[src/hw/rtl/psg_pkg.sv]
// ----------------------------------------------------------------------------
// PSG package
// Shared constants, codes, types and the volume table of the PSG generator.
// ----------------------------------------------------------------------------
package psg_pkg;

    localparam int NUM_CHIPS = 2;
    localparam int NCH       = 3 * NUM_CHIPS;
    localparam int NREG      = 16 * NUM_CHIPS;
    localparam int CHIP_W    = (NUM_CHIPS > 1) ? $clog2(NUM_CHIPS) : 1;
    localparam int CH_W      = (NCH > 1) ? $clog2(NCH) : 1;
    localparam int RF_W      = CHIP_W + 4;
    localparam int SUM_W     = $clog2(NCH * 255 + 1);
    localparam int DIV_W     = 32;
    localparam int DIV_CNT_W = 5;

    // The channel average is a multiply by a rounded-up reciprocal of NCH.
    localparam int AVG_SHIFT = 20;
    localparam int AVG_W     = SUM_W + AVG_SHIFT + 1;
    localparam logic [AVG_SHIFT:0] AVG_RECIP =
        (AVG_SHIFT + 1)'(((2 ** AVG_SHIFT) + NCH - 1) / NCH);

    localparam logic [31:0] TIME_BASE = 32'd100000000;
    localparam logic [31:0] ENV_IDLE  = 32'h7fff_fffe;
    localparam logic [31:0] IV_IDLE   = 32'hffff_ffff;
    localparam logic [16:0] LFSR_SEED = 17'd12345;

    localparam logic [15:0] STEP_RESET      = 16'd2267;
    localparam logic [21:0] CLK_FAST_RESET  = 22'd2000000;
    localparam logic [21:0] CLK_SLOW_RESET  = 22'd1789772;

    localparam logic [1:0] CFG_SAMPLE_STEP = 2'd0;
    localparam logic [1:0] CFG_CLOCK_FAST  = 2'd1;
    localparam logic [1:0] CFG_CLOCK_SLOW  = 2'd2;

    localparam logic OP_WRITE = 1'b0;
    localparam logic OP_TICK  = 1'b1;

    localparam logic [3:0] REG_TONE_A_LO  = 4'd0;
    localparam logic [3:0] REG_TONE_C_HI  = 4'd5;
    localparam logic [3:0] REG_NOISE      = 4'd6;
    localparam logic [3:0] REG_MIXER      = 4'd7;
    localparam logic [3:0] REG_ENV_LO     = 4'd11;
    localparam logic [3:0] REG_ENV_HI     = 4'd12;
    localparam logic [3:0] REG_ENV_SHAPE  = 4'd13;
    localparam logic [3:0] REG_SOFT_RESET = 4'd15;

    localparam logic [3:0] SHAPE_DOWN_REPEAT    = 4'd8;
    localparam logic [3:0] SHAPE_TRI_DOWN       = 4'd10;
    localparam logic [3:0] SHAPE_DOWN_HOLD_HIGH = 4'd11;
    localparam logic [3:0] SHAPE_UP_REPEAT      = 4'd12;
    localparam logic [3:0] SHAPE_UP_HOLD_HIGH   = 4'd13;
    localparam logic [3:0] SHAPE_TRI_UP         = 4'd14;

    typedef enum logic [1:0] {
        PER_TONE,
        PER_NOISE,
        PER_ENV
    } period_kind_t;

    typedef enum logic [1:0] {
        ENV_KEEP,
        ENV_ADD,
        ENV_SUB32,
        ENV_SUB64
    } env_op_t;

    typedef enum logic [4:0] {
        ST_IDLE,
        ST_WR_REG,
        ST_WR_PLO,
        ST_WR_PHI,
        ST_WR_DIV1_START,
        ST_WR_DIV1_WAIT,
        ST_WR_DIV2_START,
        ST_WR_DIV2_WAIT,
        ST_TK_NOISE_ADD,
        ST_TK_NOISE_SUB,
        ST_TK_ENV_START,
        ST_TK_ENV_WAIT,
        ST_TK_ENV_APPLY,
        ST_TK_TONE_ADD,
        ST_TK_TONE_CMP,
        ST_TK_MIX,
        ST_TK_OUT
    } psg_state_t;

    typedef struct packed {
        logic             start;
        logic [DIV_W-1:0] dividend;
        logic [DIV_W-1:0] divisor;
    } div_req_t;

    typedef struct packed {
        logic             busy;
        logic             done;
        logic [DIV_W-1:0] quotient;
    } div_rsp_t;

    function automatic logic [7:0] vol_lookup(input logic [4:0] idx);
        logic [7:0] v;
        case (idx)
            5'd0:  v = 8'h00;  5'd1:  v = 8'h00;  5'd2:  v = 8'h01;  5'd3:  v = 8'h01;
            5'd4:  v = 8'h02;  5'd5:  v = 8'h02;  5'd6:  v = 8'h03;  5'd7:  v = 8'h04;
            5'd8:  v = 8'h05;  5'd9:  v = 8'h06;  5'd10: v = 8'h07;  5'd11: v = 8'h08;
            5'd12: v = 8'h09;  5'd13: v = 8'h0b;  5'd14: v = 8'h0d;  5'd15: v = 8'h10;
            5'd16: v = 8'h13;  5'd17: v = 8'h17;  5'd18: v = 8'h1b;  5'd19: v = 8'h20;
            5'd20: v = 8'h26;  5'd21: v = 8'h2d;  5'd22: v = 8'h36;  5'd23: v = 8'h40;
            5'd24: v = 8'h4c;  5'd25: v = 8'h5a;  5'd26: v = 8'h6b;  5'd27: v = 8'h80;
            5'd28: v = 8'h98;  5'd29: v = 8'hb4;  5'd30: v = 8'hd6;  default: v = 8'hff;
        endcase
        return v;
    endfunction

endpackage

[src/hw/rtl/psg_div.sv]
// ----------------------------------------------------------------------------
// PSG divider
// Shared 32-bit restoring divider, one quotient bit per cycle.
// ----------------------------------------------------------------------------
module psg_div (
    input  logic               aclk,
    input  logic               aresetn,
    input  psg_pkg::div_req_t  req,
    output psg_pkg::div_rsp_t  rsp
);

    logic                          busy_reg;
    logic                          done_reg;
    logic [psg_pkg::DIV_CNT_W-1:0] cnt_reg;
    logic [psg_pkg::DIV_W-1:0]     quo_reg;
    logic [psg_pkg::DIV_W-1:0]     rem_reg;
    logic [psg_pkg::DIV_W-1:0]     dsr_reg;

    logic [psg_pkg::DIV_W:0]       rem_shift;
    logic [psg_pkg::DIV_W:0]       diff;
    logic [psg_pkg::DIV_W-1:0]     rem_next;
    logic [psg_pkg::DIV_W-1:0]     quo_next;

    always_comb begin
        rem_shift = {rem_reg, quo_reg[psg_pkg::DIV_W-1]};
        diff      = rem_shift - {1'b0, dsr_reg};
        if (!diff[psg_pkg::DIV_W]) begin
            rem_next = diff[psg_pkg::DIV_W-1:0];
            quo_next = {quo_reg[psg_pkg::DIV_W-2:0], 1'b1};
        end else begin
            rem_next = rem_shift[psg_pkg::DIV_W-1:0];
            quo_next = {quo_reg[psg_pkg::DIV_W-2:0], 1'b0};
        end
    end

    always_ff @(posedge aclk) begin
        if (!aresetn) begin
            busy_reg <= 1'b0;
            done_reg <= 1'b0;
            cnt_reg  <= '0;
        end else begin
            done_reg <= 1'b0;
            if (req.start) begin
                busy_reg <= 1'b1;
                cnt_reg  <= '0;
            end else if (busy_reg) begin
                cnt_reg <= cnt_reg + 1'b1;
                if (cnt_reg == '1) begin
                    busy_reg <= 1'b0;
                    done_reg <= 1'b1;
                end
            end
        end
    end

    always_ff @(posedge aclk) begin
        if (req.start) begin
            quo_reg <= req.dividend;
            rem_reg <= '0;
            dsr_reg <= req.divisor;
        end else if (busy_reg) begin
            quo_reg <= quo_next;
            rem_reg <= rem_next;
        end
    end

    assign rsp.busy     = busy_reg;
    assign rsp.done     = done_reg;
    assign rsp.quotient = quo_reg;

endmodule

[src/hw/rtl/psg_sound_generator.sv]
// ----------------------------------------------------------------------------
// PSG sound generator
// Two emulated programmable sound chips with register file, tone, noise,
// envelope and mixer, run by a sequencer around one shared divider.
//
// The block takes one word at a time and is not ready while it works on it.
// A period register write also reads its period bytes (one byte for the noise
// period) and runs two divisions on the shared radix-2 divider; the second
// division is skipped when the frequency rounds to zero. A sample tick runs
// two steps per noise generator, an envelope step per chip around one
// division, two steps per tone channel, one mixer step per channel and one
// output step, where the channel average is formed by a multiply with a
// reciprocal. The result word waits in an output register, so the next word
// can be taken while it is still pending; a tick that finishes while that
// word is still waiting holds in its output step until the word is taken.
// ----------------------------------------------------------------------------
module psg_sound_generator (
    input  logic        aclk,
    input  logic        aresetn,
    input  logic        s_valid,
    output logic        s_ready,
    input  logic        s_operation,
    input  logic [7:0]  s_reg_address,
    input  logic [7:0]  s_reg_data,
    output logic        m_valid,
    input  logic        m_ready,
    output logic [7:0]  m_level,
    input  logic        cfg_valid,
    output logic        cfg_ready,
    input  logic [1:0]  cfg_index,
    input  logic [21:0] cfg_data
);

    psg_pkg::psg_state_t   state_reg, state_next;
    psg_pkg::period_kind_t kind_reg;
    psg_pkg::div_req_t     div_req;
    psg_pkg::div_rsp_t     div_rsp;

    logic [15:0] step_reg;
    logic [21:0] clk_fast_reg;
    logic [21:0] clk_slow_reg;

    logic [7:0]  reg_file_reg  [psg_pkg::NREG];
    logic [31:0] tone_int_reg  [psg_pkg::NCH];
    logic [31:0] tone_cnt_reg  [psg_pkg::NCH];
    logic        tone_en_reg   [psg_pkg::NCH];
    logic        noise_en_reg  [psg_pkg::NCH];
    logic        tone_out_reg  [psg_pkg::NCH];
    logic [31:0] noise_int_reg [psg_pkg::NUM_CHIPS];
    logic [31:0] noise_cnt_reg [psg_pkg::NUM_CHIPS];
    logic [16:0] lfsr_reg      [psg_pkg::NUM_CHIPS];
    logic        noise_bit_reg [psg_pkg::NUM_CHIPS];
    logic [31:0] env_int_reg   [psg_pkg::NUM_CHIPS];
    logic [31:0] env_cnt_reg   [psg_pkg::NUM_CHIPS];
    logic [4:0]  env_lvl_reg   [psg_pkg::NUM_CHIPS];
    logic        clk_sel_reg;

    logic                      op_reg;
    logic [7:0]                addr_reg;
    logic [7:0]                data_reg;
    logic [15:0]               p_reg;
    logic [31:0]               f_reg;
    logic [31:0]               acc_reg;
    logic [3:0]                mode_reg;
    logic [psg_pkg::SUM_W-1:0] sum_reg;
    logic [psg_pkg::CHIP_W-1:0] chip_reg;
    logic [psg_pkg::CH_W-1:0]  ch_reg;
    logic [1:0]                t_reg;
    logic                      m_valid_reg, m_valid_next;
    logic [7:0]                m_level_reg;

    logic [psg_pkg::CHIP_W-1:0] chip;
    logic [3:0]                 reg_idx;
    logic                       chip_ok;
    logic [psg_pkg::CH_W-1:0]   wr_base;
    logic [psg_pkg::CH_W-1:0]   wr_ch;
    logic [21:0]                cur_clk;
    logic [15:0]                p_eff;
    logic [31:0]                div_f;
    logic [psg_pkg::RF_W-1:0]   rf_raddr;
    logic [7:0]                 rf_rdata;
    logic                       out_load;
    logic                       last_chip;
    logic                       last_ch;
    logic [psg_pkg::AVG_W-1:0]  avg_prod;
    logic [psg_pkg::SUM_W-1:0]  avg_q;

    logic [32:0]       sub_diff;
    logic              sub_gt;
    logic [31:0]       env_iv;
    logic [31:0]       env_q;
    logic              q_lt32;
    logic              q_lt64;
    logic [4:0]        env_v;
    psg_pkg::env_op_t  env_op;
    logic [31:0]       env_cnt_new;
    logic [7:0]        mix_vol;
    logic              sounding;

    assign chip     = addr_reg[4 +: psg_pkg::CHIP_W];
    assign reg_idx  = addr_reg[3:0];
    assign chip_ok  = addr_reg[7:4] < 4'(psg_pkg::NUM_CHIPS);
    assign wr_base  = psg_pkg::CH_W'(int'(chip) * 3);
    assign wr_ch    = wr_base + psg_pkg::CH_W'(reg_idx[3:1]);
    assign cur_clk  = clk_sel_reg ? clk_fast_reg : clk_slow_reg;
    assign p_eff    = (p_reg == '0) ? 16'd1 : p_reg;
    assign div_f    = (kind_reg == psg_pkg::PER_ENV) ? div_rsp.quotient
                                                     : (div_rsp.quotient >> 4);
    assign rf_rdata = reg_file_reg[rf_raddr];
    assign last_chip = chip_reg == psg_pkg::CHIP_W'(psg_pkg::NUM_CHIPS - 1);
    assign last_ch   = ch_reg == psg_pkg::CH_W'(psg_pkg::NCH - 1);
    assign cfg_ready = 1'b1;
    assign avg_prod  = psg_pkg::AVG_W'(sum_reg) * psg_pkg::AVG_W'(psg_pkg::AVG_RECIP);
    assign avg_q     = avg_prod[psg_pkg::AVG_SHIFT +: psg_pkg::SUM_W];

    psg_div u_div (
        .aclk    (aclk),
        .aresetn (aresetn),
        .req     (div_req),
        .rsp     (div_rsp)
    );

    // Shared subtract for the noise and tone wrap tests.
    always_comb begin
        if (state_reg == psg_pkg::ST_TK_NOISE_SUB) begin
            sub_diff = {1'b0, acc_reg} - {1'b0, noise_int_reg[chip_reg]};
        end else begin
            sub_diff = {1'b0, acc_reg} - {1'b0, tone_int_reg[ch_reg]};
        end
        sub_gt = !sub_diff[32] && (sub_diff[31:0] != '0);
    end

    always_comb begin
        env_iv = (env_int_reg[chip_reg] == '0) ? 32'd1 : env_int_reg[chip_reg];
        env_q  = div_rsp.quotient;
        q_lt32 = env_q[31:5] == '0;
        q_lt64 = env_q[31:6] == '0;
        env_v  = '0;
        env_op = psg_pkg::ENV_KEEP;
        if (q_lt32) begin
            env_op = psg_pkg::ENV_ADD;
            env_v  = (mode_reg[2] == 1'b0) ? ~env_q[4:0] : env_q[4:0];
        end else begin
            case (mode_reg) inside
                psg_pkg::SHAPE_DOWN_REPEAT: begin
                    env_op = psg_pkg::ENV_SUB32;
                    env_v  = 5'd31;
                end
                psg_pkg::SHAPE_UP_REPEAT: begin
                    env_op = psg_pkg::ENV_SUB32;
                end
                psg_pkg::SHAPE_DOWN_HOLD_HIGH, psg_pkg::SHAPE_UP_HOLD_HIGH: begin
                    env_v = 5'd31;
                end
                psg_pkg::SHAPE_TRI_DOWN, psg_pkg::SHAPE_TRI_UP: begin
                    if (q_lt64) begin
                        env_op = psg_pkg::ENV_ADD;
                        env_v  = (mode_reg == psg_pkg::SHAPE_TRI_DOWN) ? env_q[4:0]
                                                                       : ~env_q[4:0];
                    end else begin
                        env_op = psg_pkg::ENV_SUB64;
                        env_v  = (mode_reg == psg_pkg::SHAPE_TRI_DOWN) ? 5'd31 : 5'd0;
                    end
                end
                default: begin
                    env_v = '0;
                end
            endcase
        end
        case (env_op)
            psg_pkg::ENV_ADD:   env_cnt_new = env_cnt_reg[chip_reg] + 32'(step_reg);
            psg_pkg::ENV_SUB32: env_cnt_new = env_cnt_reg[chip_reg] - {env_iv[26:0], 5'b0};
            psg_pkg::ENV_SUB64: env_cnt_new = env_cnt_reg[chip_reg] - {env_iv[25:0], 6'b0};
            default:            env_cnt_new = env_cnt_reg[chip_reg];
        endcase
    end

    always_comb begin
        sounding = tone_out_reg[ch_reg] | (noise_bit_reg[chip_reg] & noise_en_reg[ch_reg]);
        if (!sounding) begin
            mix_vol = '0;
        end else if (rf_rdata[4]) begin
            mix_vol = psg_pkg::vol_lookup(env_lvl_reg[chip_reg]);
        end else begin
            mix_vol = psg_pkg::vol_lookup({rf_rdata[3:0], 1'b1});
        end
    end

    always_ff @(posedge aclk) begin
        if (!aresetn) begin
            state_reg   <= psg_pkg::ST_IDLE;
            m_valid_reg <= 1'b0;
        end else begin
            state_reg   <= state_next;
            m_valid_reg <= m_valid_next;
        end
    end

    always_comb begin
        state_next       = state_reg;
        s_ready          = 1'b0;
        out_load         = 1'b0;
        div_req.start    = 1'b0;
        div_req.dividend = '0;
        div_req.divisor  = '0;
        rf_raddr         = '0;
        unique case (state_reg)
            psg_pkg::ST_IDLE: begin
                s_ready = 1'b1;
                if (s_valid) begin
                    state_next = (s_operation == psg_pkg::OP_TICK) ?
                                 psg_pkg::ST_TK_NOISE_ADD : psg_pkg::ST_WR_REG;
                end
            end
            psg_pkg::ST_WR_REG: begin
                state_next = psg_pkg::ST_IDLE;
                if (chip_ok) begin
                    case (reg_idx) inside
                        [psg_pkg::REG_TONE_A_LO:psg_pkg::REG_TONE_C_HI],
                        psg_pkg::REG_NOISE, psg_pkg::REG_ENV_LO, psg_pkg::REG_ENV_HI:
                            state_next = psg_pkg::ST_WR_PLO;
                        default: state_next = psg_pkg::ST_IDLE;
                    endcase
                end
            end
            psg_pkg::ST_WR_PLO: begin
                unique case (kind_reg)
                    psg_pkg::PER_TONE:  rf_raddr = {chip, reg_idx[3:1], 1'b0};
                    psg_pkg::PER_NOISE: rf_raddr = {chip, psg_pkg::REG_NOISE};
                    default:            rf_raddr = {chip, psg_pkg::REG_ENV_LO};
                endcase
                state_next = (kind_reg == psg_pkg::PER_NOISE) ?
                             psg_pkg::ST_WR_DIV1_START : psg_pkg::ST_WR_PHI;
            end
            psg_pkg::ST_WR_PHI: begin
                rf_raddr   = (kind_reg == psg_pkg::PER_TONE) ? {chip, reg_idx[3:1], 1'b1}
                                                             : {chip, psg_pkg::REG_ENV_HI};
                state_next = psg_pkg::ST_WR_DIV1_START;
            end
            psg_pkg::ST_WR_DIV1_START: begin
                div_req.start    = 1'b1;
                div_req.dividend = 32'(cur_clk);
                div_req.divisor  = 32'(p_eff);
                state_next       = psg_pkg::ST_WR_DIV1_WAIT;
            end
            psg_pkg::ST_WR_DIV1_WAIT: begin
                if (div_rsp.done) begin
                    state_next = (div_f == '0) ? psg_pkg::ST_IDLE : psg_pkg::ST_WR_DIV2_START;
                end
            end
            psg_pkg::ST_WR_DIV2_START: begin
                div_req.start    = 1'b1;
                div_req.dividend = psg_pkg::TIME_BASE;
                div_req.divisor  = f_reg;
                state_next       = psg_pkg::ST_WR_DIV2_WAIT;
            end
            psg_pkg::ST_WR_DIV2_WAIT: begin
                if (div_rsp.done) begin
                    state_next = psg_pkg::ST_IDLE;
                end
            end
            psg_pkg::ST_TK_NOISE_ADD: begin
                state_next = psg_pkg::ST_TK_NOISE_SUB;
            end
            psg_pkg::ST_TK_NOISE_SUB: begin
                state_next = last_chip ? psg_pkg::ST_TK_ENV_START : psg_pkg::ST_TK_NOISE_ADD;
            end
            psg_pkg::ST_TK_ENV_START: begin
                rf_raddr         = {chip_reg, psg_pkg::REG_ENV_SHAPE};
                div_req.start    = 1'b1;
                div_req.dividend = env_cnt_reg[chip_reg];
                div_req.divisor  = env_iv;
                state_next       = psg_pkg::ST_TK_ENV_WAIT;
            end
            psg_pkg::ST_TK_ENV_WAIT: begin
                if (div_rsp.done) begin
                    state_next = psg_pkg::ST_TK_ENV_APPLY;
                end
            end
            psg_pkg::ST_TK_ENV_APPLY: begin
                state_next = last_chip ? psg_pkg::ST_TK_TONE_ADD : psg_pkg::ST_TK_ENV_START;
            end
            psg_pkg::ST_TK_TONE_ADD: begin
                state_next = psg_pkg::ST_TK_TONE_CMP;
            end
            psg_pkg::ST_TK_TONE_CMP: begin
                state_next = last_ch ? psg_pkg::ST_TK_MIX : psg_pkg::ST_TK_TONE_ADD;
            end
            psg_pkg::ST_TK_MIX: begin
                rf_raddr   = {chip_reg, 2'b10, t_reg};
                state_next = last_ch ? psg_pkg::ST_TK_OUT : psg_pkg::ST_TK_MIX;
            end
            psg_pkg::ST_TK_OUT: begin
                if (!m_valid_reg || m_ready) begin
                    out_load   = 1'b1;
                    state_next = psg_pkg::ST_IDLE;
                end
            end
            default: state_next = psg_pkg::ST_IDLE;
        endcase
        m_valid_next = out_load | (m_valid_reg & ~m_ready);
    end

    always_ff @(posedge aclk) begin
        if (out_load) begin
            m_level_reg <= (avg_q > psg_pkg::SUM_W'(255)) ? 8'hff : avg_q[7:0];
        end
    end

    always_ff @(posedge aclk) begin
        if (!aresetn) begin
            step_reg     <= psg_pkg::STEP_RESET;
            clk_fast_reg <= psg_pkg::CLK_FAST_RESET;
            clk_slow_reg <= psg_pkg::CLK_SLOW_RESET;
        end else if (cfg_valid) begin
            case (cfg_index)
                psg_pkg::CFG_SAMPLE_STEP: step_reg     <= cfg_data[15:0];
                psg_pkg::CFG_CLOCK_FAST:  clk_fast_reg <= cfg_data;
                psg_pkg::CFG_CLOCK_SLOW:  clk_slow_reg <= cfg_data;
                default: ;
            endcase
        end
    end

    always_ff @(posedge aclk) begin
        if (!aresetn) begin
            for (int i = 0; i < psg_pkg::NREG; i++) begin
                reg_file_reg[i] <= (4'(i) == psg_pkg::REG_MIXER) ? 8'hff : 8'h00;
            end
            for (int i = 0; i < psg_pkg::NCH; i++) begin
                tone_int_reg[i] <= psg_pkg::IV_IDLE;
                tone_cnt_reg[i] <= '0;
                tone_en_reg[i]  <= 1'b0;
                noise_en_reg[i] <= 1'b0;
                tone_out_reg[i] <= 1'b0;
            end
            for (int c = 0; c < psg_pkg::NUM_CHIPS; c++) begin
                noise_int_reg[c] <= psg_pkg::IV_IDLE;
                noise_cnt_reg[c] <= '0;
                lfsr_reg[c]      <= psg_pkg::LFSR_SEED;
                noise_bit_reg[c] <= 1'b0;
                env_int_reg[c]   <= psg_pkg::ENV_IDLE;
                env_cnt_reg[c]   <= '0;
                env_lvl_reg[c]   <= '0;
            end
            clk_sel_reg <= 1'b0;
            kind_reg    <= psg_pkg::PER_TONE;
            chip_reg    <= '0;
            ch_reg      <= '0;
            t_reg       <= '0;
        end else begin
            case (state_reg)
                psg_pkg::ST_IDLE: begin
                    op_reg   <= s_operation;
                    addr_reg <= s_reg_address;
                    data_reg <= s_reg_data;
                    chip_reg <= '0;
                    ch_reg   <= '0;
                    t_reg    <= '0;
                    sum_reg  <= '0;
                end
                psg_pkg::ST_WR_REG: begin
                    if (chip_ok) begin
                        kind_reg <= (reg_idx == psg_pkg::REG_NOISE) ? psg_pkg::PER_NOISE :
                                    (reg_idx >= psg_pkg::REG_ENV_LO) ? psg_pkg::PER_ENV :
                                                                       psg_pkg::PER_TONE;
                        case (reg_idx)
                            psg_pkg::REG_MIXER: begin
                                reg_file_reg[addr_reg[psg_pkg::RF_W-1:0]] <= data_reg;
                                for (int k = 0; k < 3; k++) begin
                                    tone_en_reg[wr_base + psg_pkg::CH_W'(k)]  <= !data_reg[k];
                                    noise_en_reg[wr_base + psg_pkg::CH_W'(k)] <= !data_reg[k+3];
                                end
                            end
                            psg_pkg::REG_ENV_SHAPE: begin
                                reg_file_reg[addr_reg[psg_pkg::RF_W-1:0]] <= data_reg;
                                env_cnt_reg[chip] <= '0;
                            end
                            psg_pkg::REG_SOFT_RESET: begin
                                reg_file_reg[addr_reg[psg_pkg::RF_W-1:0]] <= data_reg;
                                for (int i = 0; i < 15; i++) begin
                                    reg_file_reg[{chip, 4'(i)}] <=
                                        (4'(i) == psg_pkg::REG_MIXER) ? 8'hff : 8'h00;
                                end
                                noise_int_reg[chip] <= psg_pkg::IV_IDLE;
                                env_int_reg[chip]   <= psg_pkg::ENV_IDLE;
                                for (int k = 0; k < 3; k++) begin
                                    tone_int_reg[wr_base + psg_pkg::CH_W'(k)] <= psg_pkg::IV_IDLE;
                                    tone_en_reg[wr_base + psg_pkg::CH_W'(k)]  <= 1'b0;
                                    noise_en_reg[wr_base + psg_pkg::CH_W'(k)] <= 1'b0;
                                end
                                clk_sel_reg <= (chip == '0) ? (data_reg != '0)
                                               : (reg_file_reg[psg_pkg::REG_SOFT_RESET] != '0);
                            end
                            default: begin
                                reg_file_reg[addr_reg[psg_pkg::RF_W-1:0]] <= data_reg;
                            end
                        endcase
                    end
                end
                psg_pkg::ST_WR_PLO: begin
                    p_reg <= (kind_reg == psg_pkg::PER_NOISE) ? {11'b0, rf_rdata[4:0]}
                                                              : {8'b0, rf_rdata};
                end
                psg_pkg::ST_WR_PHI: begin
                    p_reg[15:8] <= (kind_reg == psg_pkg::PER_TONE) ? {4'b0, rf_rdata[3:0]}
                                                                   : rf_rdata;
                end
                psg_pkg::ST_WR_DIV1_WAIT: begin
                    if (div_rsp.done) begin
                        f_reg <= div_f;
                        if (div_f == '0) begin
                            unique case (kind_reg)
                                psg_pkg::PER_TONE:  tone_int_reg[wr_ch] <= psg_pkg::IV_IDLE;
                                psg_pkg::PER_NOISE: noise_int_reg[chip] <= psg_pkg::IV_IDLE;
                                default:            env_int_reg[chip]   <= psg_pkg::ENV_IDLE;
                            endcase
                        end
                    end
                end
                psg_pkg::ST_WR_DIV2_WAIT: begin
                    if (div_rsp.done) begin
                        unique case (kind_reg)
                            psg_pkg::PER_TONE: begin
                                tone_int_reg[wr_ch] <= div_rsp.quotient;
                                tone_cnt_reg[wr_ch] <= '0;
                            end
                            psg_pkg::PER_NOISE: begin
                                noise_int_reg[chip] <= div_rsp.quotient;
                                noise_cnt_reg[chip] <= '0;
                            end
                            default: begin
                                env_int_reg[chip] <= {div_rsp.quotient[26:0], 5'b0};
                            end
                        endcase
                    end
                end
                psg_pkg::ST_TK_NOISE_ADD: begin
                    acc_reg <= noise_cnt_reg[chip_reg] + 32'(step_reg);
                end
                psg_pkg::ST_TK_NOISE_SUB: begin
                    if (sub_gt) begin
                        noise_cnt_reg[chip_reg] <= sub_diff[31:0];
                        lfsr_reg[chip_reg]      <= {lfsr_reg[chip_reg][2] ^ lfsr_reg[chip_reg][0],
                                                    lfsr_reg[chip_reg][16:1]};
                        noise_bit_reg[chip_reg] <= lfsr_reg[chip_reg][1];
                    end else begin
                        noise_cnt_reg[chip_reg] <= acc_reg;
                    end
                    chip_reg <= last_chip ? '0 : chip_reg + 1'b1;
                end
                psg_pkg::ST_TK_ENV_START: begin
                    mode_reg <= rf_rdata[3:0];
                end
                psg_pkg::ST_TK_ENV_APPLY: begin
                    env_lvl_reg[chip_reg] <= env_v;
                    env_cnt_reg[chip_reg] <= env_cnt_new;
                    chip_reg <= last_chip ? '0 : chip_reg + 1'b1;
                end
                psg_pkg::ST_TK_TONE_ADD: begin
                    acc_reg              <= tone_cnt_reg[ch_reg] + 32'(step_reg);
                    tone_cnt_reg[ch_reg] <= tone_cnt_reg[ch_reg] + 32'(step_reg);
                end
                psg_pkg::ST_TK_TONE_CMP: begin
                    if (acc_reg < (tone_int_reg[ch_reg] >> 1)) begin
                        tone_out_reg[ch_reg] <= tone_en_reg[ch_reg];
                    end else if (sub_gt) begin
                        tone_cnt_reg[ch_reg] <= sub_diff[31:0];
                        tone_out_reg[ch_reg] <= tone_en_reg[ch_reg];
                    end else begin
                        tone_out_reg[ch_reg] <= 1'b0;
                    end
                    ch_reg <= last_ch ? '0 : ch_reg + 1'b1;
                end
                psg_pkg::ST_TK_MIX: begin
                    sum_reg <= sum_reg + psg_pkg::SUM_W'(mix_vol);
                    ch_reg  <= last_ch ? '0 : ch_reg + 1'b1;
                    if (t_reg == 2'd2) begin
                        t_reg    <= '0;
                        chip_reg <= last_chip ? '0 : chip_reg + 1'b1;
                    end else begin
                        t_reg <= t_reg + 1'b1;
                    end
                end
                default: ;
            endcase
        end
    end

    assign m_valid = m_valid_reg;
    assign m_level = m_level_reg;

    a_out_from_tick: assert property (@(posedge aclk) disable iff (!aresetn)
        $rose(m_valid_reg) |-> ($past(state_reg) == psg_pkg::ST_TK_OUT && $past(op_reg)))
        else $error("result word raised outside the end of a sample tick");

    a_div_idle_on_start: assert property (@(posedge aclk) disable iff (!aresetn)
        div_req.start |-> !div_rsp.busy)
        else $error("divider started while still busy");

    a_write_no_result: assert property (@(posedge aclk) disable iff (!aresetn)
        (state_reg == psg_pkg::ST_WR_REG) |-> (op_reg == psg_pkg::OP_WRITE))
        else $error("register write path entered by a tick word");

    a_out_load_taken: assert property (@(posedge aclk) disable iff (!aresetn)
        (state_reg == psg_pkg::ST_TK_OUT && !m_valid_reg) |=> m_valid_reg)
        else $error("finished level not presented");

endmodule
[config.mk]
export PLATFORM = sky130hd
export DESIGN_NAME = psg_sound_generator
export DESIGN_NICKNAME = d
export VERILOG_FILES = /design/src/hw/rtl/psg_pkg.sv /design/src/hw/rtl/psg_div.sv /design/src/hw/rtl/psg_sound_generator.sv
export SDC_FILE = /design/constraint.sdc
export NUM_CORES = 2
export LEC_CHECK = 0
export BUFFER_PORTS_ARGS = -buffer_cell sky130_fd_sc_hd__buf_2
export CAP_MARGIN = 15
export CORE_MARGIN = 2
export CORE_UTILIZATION = 30
export CTS_CLUSTER_SIZE = 10
export DETAILED_ROUTE_END_ITERATION = 12
export PLACE_DENSITY = 0.53
export SETUP_SLACK_MARGIN = 0.2
export SYNTH_ARGS = -nofsm -noshare
export SYNTH_HDL_FRONTEND = slang
export SYNTH_SLANG_ARGS = --single-unit
[constraint.sdc]
create_clock -name aclk -period 17.1 [get_ports aclk]
set_input_delay 0.855 -clock aclk [delete_from_list [all_inputs] [get_ports aclk]]
set_output_delay 0.855 -clock aclk [all_outputs]
set_load 0.01 [all_outputs]
Yosys cells after proc, flatten, opt, wreduce, memory -nomap -nowiden. Memory sizes are Yosys's and may differ from the RTL's. A register that Yosys moved wholly into a read port is not among the register bits. Index checks and enable logic that the tools add are counted.

Output and inout port bits: 11. Bits in registers: 297. ROM bits: 512. RAM bits: 958. Input port bits: 46. Logic and storage cells: 525. Memories: 15.

Mux-type cells: 300. Reduce and logical (&&, ||, !) cells: 89. $lt $le $gt $ge: 6. Bitwise gates (word level): 27. Multiply operators: 2. Equality and inequality tests: 44. Add/sub/neg operators: 16.

Memories: (no name shown) (words 32, bits a word 8, read ports 1, clocked after Yosys merged registers in 0, write ports 0, line psg_pkg.sv:102) `case (idx)`; (no name shown) (words 32, bits a word 8, read ports 1, clocked after Yosys merged registers in 0, write ports 0, line psg_pkg.sv:102); reg_file_reg (words 32, bits a word 8, read ports 2, clocked after Yosys merged registers in 0, write ports 32, line psg_sound_generator.sv:43) `logic [7:0] reg_file_reg [psg_pkg::NREG];`; tone_cnt_reg (words 6, bits a word 32, read ports 1, clocked after Yosys merged registers in 1, write ports 6, line psg_sound_generator.sv:45) `logic [31:0] tone_cnt_reg [psg_pkg::NCH];`; tone_int_reg (words 6, bits a word 32, read ports 1, clocked after Yosys merged registers in 1, write ports 6, line psg_sound_generator.sv:44) `logic [31:0] tone_int_reg [psg_pkg::NCH];`; env_cnt_reg (words 2, bits a word 32, read ports 1, clocked after Yosys merged registers in 1, write ports 2, line psg_sound_generator.sv:54) `logic [31:0] env_cnt_reg [psg_pkg::NUM_CHIPS];`; +9 memories.

Operators with widths (count): $mux W32 (21); $reduce_or A32 Y1 (11); $pmux W65 S3 (1); $mux W8 (22); $mux W1 (165); $mux W5 (32); $reduce_or A8 Y1 (16); $add A32 B16 Y32 (3); $pmux W32 S3 (1); $mux W31 (3); $pmux W5 S17 (1); $mux W3 (27); $sub A32 B32 Y33 (2); $logic_not A32 Y1 (2); $pmux W32 S2 (1); $sub A32 B32 Y32 (2); $eq A4 B4 Y1 const B (10); $eq A5 B4 Y1 const B (8); $mux W33 (1); $sub A33 B32 Y33 (1); $lt A32 B31 Y1 (1); $reduce_bool A32 Y1 (1); $reduce_or A31 Y1 (1); $mul A11 B18 Y29 const B (1); other kinds (60) (150).

Depth between registers and ports, before layout.
Word-level depth: 13. Depth in mapped cells: 31. Gate-level depth less buffers: 26.

By module. From an unflattened synthesis, not the netlist that was laid out.

Cells, all modules: 7102. Area, all modules: 75959.1 sq um.

By module, submodules not included: psg_sound_generator (cells an instance 6568, area an instance 70064.7 sq um, times used 1, seq. area each 36314.8 sq um); psg_div (cells an instance 534, area an instance 5894.4 sq um, times used 1, seq. area each 2702.6 sq um).

Least setup slack after synthesis. Ideal clock, no wire load.

Path kind: register to register. Start: register (tool-made name). End: memory tone_cnt_reg[5][0] (enable). Path buffers: 7. Library setup time: 0.594 ns. Period minus slack after synthesis: 12.914 ns. Arrival: 12.320 ns. Slack: 4.186 ns. Required time: 16.506 ns. Stages on the path, launching flop included: 24. Path through: dfxtp_1 clkbuf_1 buf_2 buf_1 clkbuf_1 clkbuf_1 buf_1 mux4_2 mux2i_1 nand2_1 o21ai_0 ha_1 buf_2 a21o_1 a221o_1 o2111ai_2 and2_1 xnor2_1 or4_1 or4_1 or3_1 o21ai_2 o21ai_0 a2111oi_0.

RTL lines (line): end: declaration (psg_sound_generator.sv:45).

==> results.json <==
{
  "path_clk_slew_ps": 60,
  "worst_path_max_delay_cell": "dfxtp_4",
  "drive_gt1_share_pct": 11.4,
  "gp_congestion": 0.867,
  "outcome": "complete, no violations",
  "critPathKind": "register to register",
  "yosys-top-cells-area": "edfxtp_1 (45%), dfxtp_1 (7.0%), ha_1 (4.8%)",
  "seq_area_frac_synth_pct": 52.0,
  "seq_power_share_pct": 45.3,
  "vias_per_cell": 5.32,
  "avgSynthCellArea_um2": 10.9,
  "max_slew_margin_pct": 17.8,
  "yosysWarnings": 0,
  "seq_area_um2": 39000,
  "post-cts-setup-buffers": 0,
  "grt_usage_pct": 18.5,
  "cts-root-buf": "clkbuf_16",
  "start_util_pct": 30.2,
  "min_period_ps": 8980,
  "yosys_register_bits": 1387,
  "cellLeakagePower_nw": 30.4,
  "tightest_slew_ps": 1200,
  "core-area_um2": 249000,
  "h-tree-depth": 4,
  "p_switching_w": 0.00231,
  "critPathMaxFanout": 34,
  "synth-edff-count": 1124,
  "cap_violations": 0,
  "grt_overflow": 0,
  "synth_most_common_cell": "edfxtp_1",
  "num_rows": 183,
  "synthTopCellsByCount": "edfxtp_1 (1124), nand2_1 (706), nor2_1 (631), o21ai_0 (359)",
  "antenna_found_initial": 22,
  "drtPass1Iterations": 6,
  "grt_pass1_vias": 53800,
  "fin_tns_setup_ps": 0,
  "async_reset_ff_share_pct": 0,
  "crit_required_ps": 17540,
  "nets": 7256,
  "skew_ps": 99.8,
  "synth_top_area_share_pct": 45.0,
  "postRouteAntennaNets": 0,
  "reg2reg_depth": 18,
  "synth_cells": 6899,
  "multiInputGateArea_um2": 33700,
  "min_to": "addr_reg[0]",
  "rr_endpoint": "tone_cnt_reg[4][20]",
  "finalCritPeriodShare_pct": 52.5,
  "critPathBufInv": 2,
  "cp_slowest_stage_delay_ps": 860,
  "switching_share_pct": 27.4,
  "power_density_nw_per_um2": 99.8,
  "cts_tree": "built",
  "hold_violations": 0,
  "io_pins": 57,
  "die_area_um2": 254000,
  "pwr-share-comb_pct": 14.8,
  "insertion_delay_ps": 890,
  "routedWlPerCell_um": 23.4,
  "intPower_w": 0.00614,
  "first_iter_violations": 5445,
  "cts_buffers": 166,
  "die_y_um": 504,
  "crit_family": "simple AND/OR/NAND/NOR gates",
  "ys.flop_type": "edfxtp_1",
  "hold_path.class": "input pin to register",
  "clock-sinks": 1387,
  "endpoint_kind": "register",
  "hpwlAfterDp_mm": 163,
  "synth_cell_types": 92,
  "cts_hold_buffers": 0,
  "cp_cell_sequence": "buf_4, mux4_2, mux2i_1, nand2_1, o21ai_0, ha_1, a21oi_1, o221ai_1, nand3_1, nand3_1, a2111oi_0, o311ai_0, or4_1, nor4_4, o21ai_2, a2111o_1, buf_4, nand2_2",
  "start_kind": "register",
  "grt_pass1_wl_mm": 358,
  "clockBufferDepth": 3,
  "cts_resized": 0,
  "hp-start": "s_reg_address[0]",
  "grt_max_degree": 76,
  "wirelength_mm": 242,
  "n_fill_cell": 24800,
  "setup_viol": 0,
  "synth_area_um2": 75100,
  "timing.fmax_mhz": 111,
  "r2r_slack_ps": 8120,
  "synth_top_area_cell": "edfxtp_1",
  "slew_violations": 0,
  "route.detailed.drc": 0,
  "rsz0062_at_grt": "no",
  "io_buffer_count": 55,
  "ir_worst_vdd_uv": 91.6,
  "p_clk_share_pct": 40.0,
  "finalPower_w": 0.00845,
  "die_w_um": 504,
  "critPathArrivalTime_ps": 9420,
  "vias": 54900,
  "whs_path_depth": 1,
  "areaGrowthSynthToFinish_pct": 12.8,
  "fin_area_um2": 84700,
  "placed_cell_area_um2": 79500
}
-- how the worst max path moves through the flow --
stage,start,to,cells past startpoint
floorplan,register,tone_cnt_reg[5][0],23
global placement,register,tone_cnt_reg[4][22],18
global route,register,tone_cnt_reg[4][20],18
detailed placement,register,tone_cnt_reg[4][30],18
finish,register,tone_cnt_reg[4][20],18
CTS,register,tone_cnt_reg[4][27],18
-- routing by layer --
metal | global-route usage (%) | wire length, µm
met5 | 0 | 29
met4 | 6.28 | 7710
met3 | 2.37 | 15000
met2 | 30.3 | 114000
met1 | 25.2 | 105000
-- layout make-up --
type	count	share of cell area (%)
Sequential cell	1387	46.1
Multi-Input combinational cell	4815	39.8
Clock buffer	246	5.42
Tap cell	3330	4.92
Timing Repair Buffer	224	1.87
Inverter	280	1.25
Clock inverter	29	0.660
Antenna cell	5	0.0148
-- cell usage in the layout, fill, tap and decap left out, types with 88 or more instances in the layout --
cell type	synthesis	layout
nor3_1	228	224
o21ai_0	359	355
mux2i_1	347	347
inv_1	277	277
xnor2_1	116	116
a211oi_1	90	88
edfxtp_1	1124	1124
nand2_1	706	703
a21oi_1	340	337
mux2_2	88	88
mux4_2	135	135
buf_4	1	156
dfxtp_1	263	258
nand3_1	119	116
clkbuf_16	0	169
nor2_1	631	615
and2_1	291	290
a21o_1	91	91
ha_1	289	289
-- through the flow --
stage | util (%) | std cells | hold WS (ps) | setup slack, ps
after detailed placement | 32.0 | 10000 | 431 | 8270
after global routing | 34.1 | 10300 | 113 | 7550
after CTS | 34.0 | 10300 | 101 | 8180
final | 34.1 | 10300 | 143 | 8120
after floorplan | - | 6902 | 410 | 4190
after global placement | 31.9 | 10000 | 432 | 8280
-- power by group through the flow --
stage / sequential (W) / clock [W] / combinational [W]
floorplan: 0.00387 / 0 / 0.000894
global placement: 0.00389 / 0 / 0.00122
global route: 0.00384 / 0.00357 / 0.00140
detailed placement: 0.00390 / 0 / 0.00124
finish: 0.00383 / 0.00338 / 0.00125
CTS: 0.00383 / 0.00344 / 0.00125
-- cell families (layout without fill, tap and decap cells) --
group / Yosys count / after routing / share of synthesized area (%)
mux: 570 / 570 / 10.0
other cells: 2 / 10 / 0.0100
flops: 1387 / 1387 / 52.0
xor+xnor: 174 / 174 / 2.03
compound gates: 1300 / 1300 / 10.9
fa+ha+maj: 336 / 336 / 6.07
simple gates: 2430 / 2430 / 15.4
buf+inv: 700 / 779 / 3.55
Power figures use the tool's default switching activity.
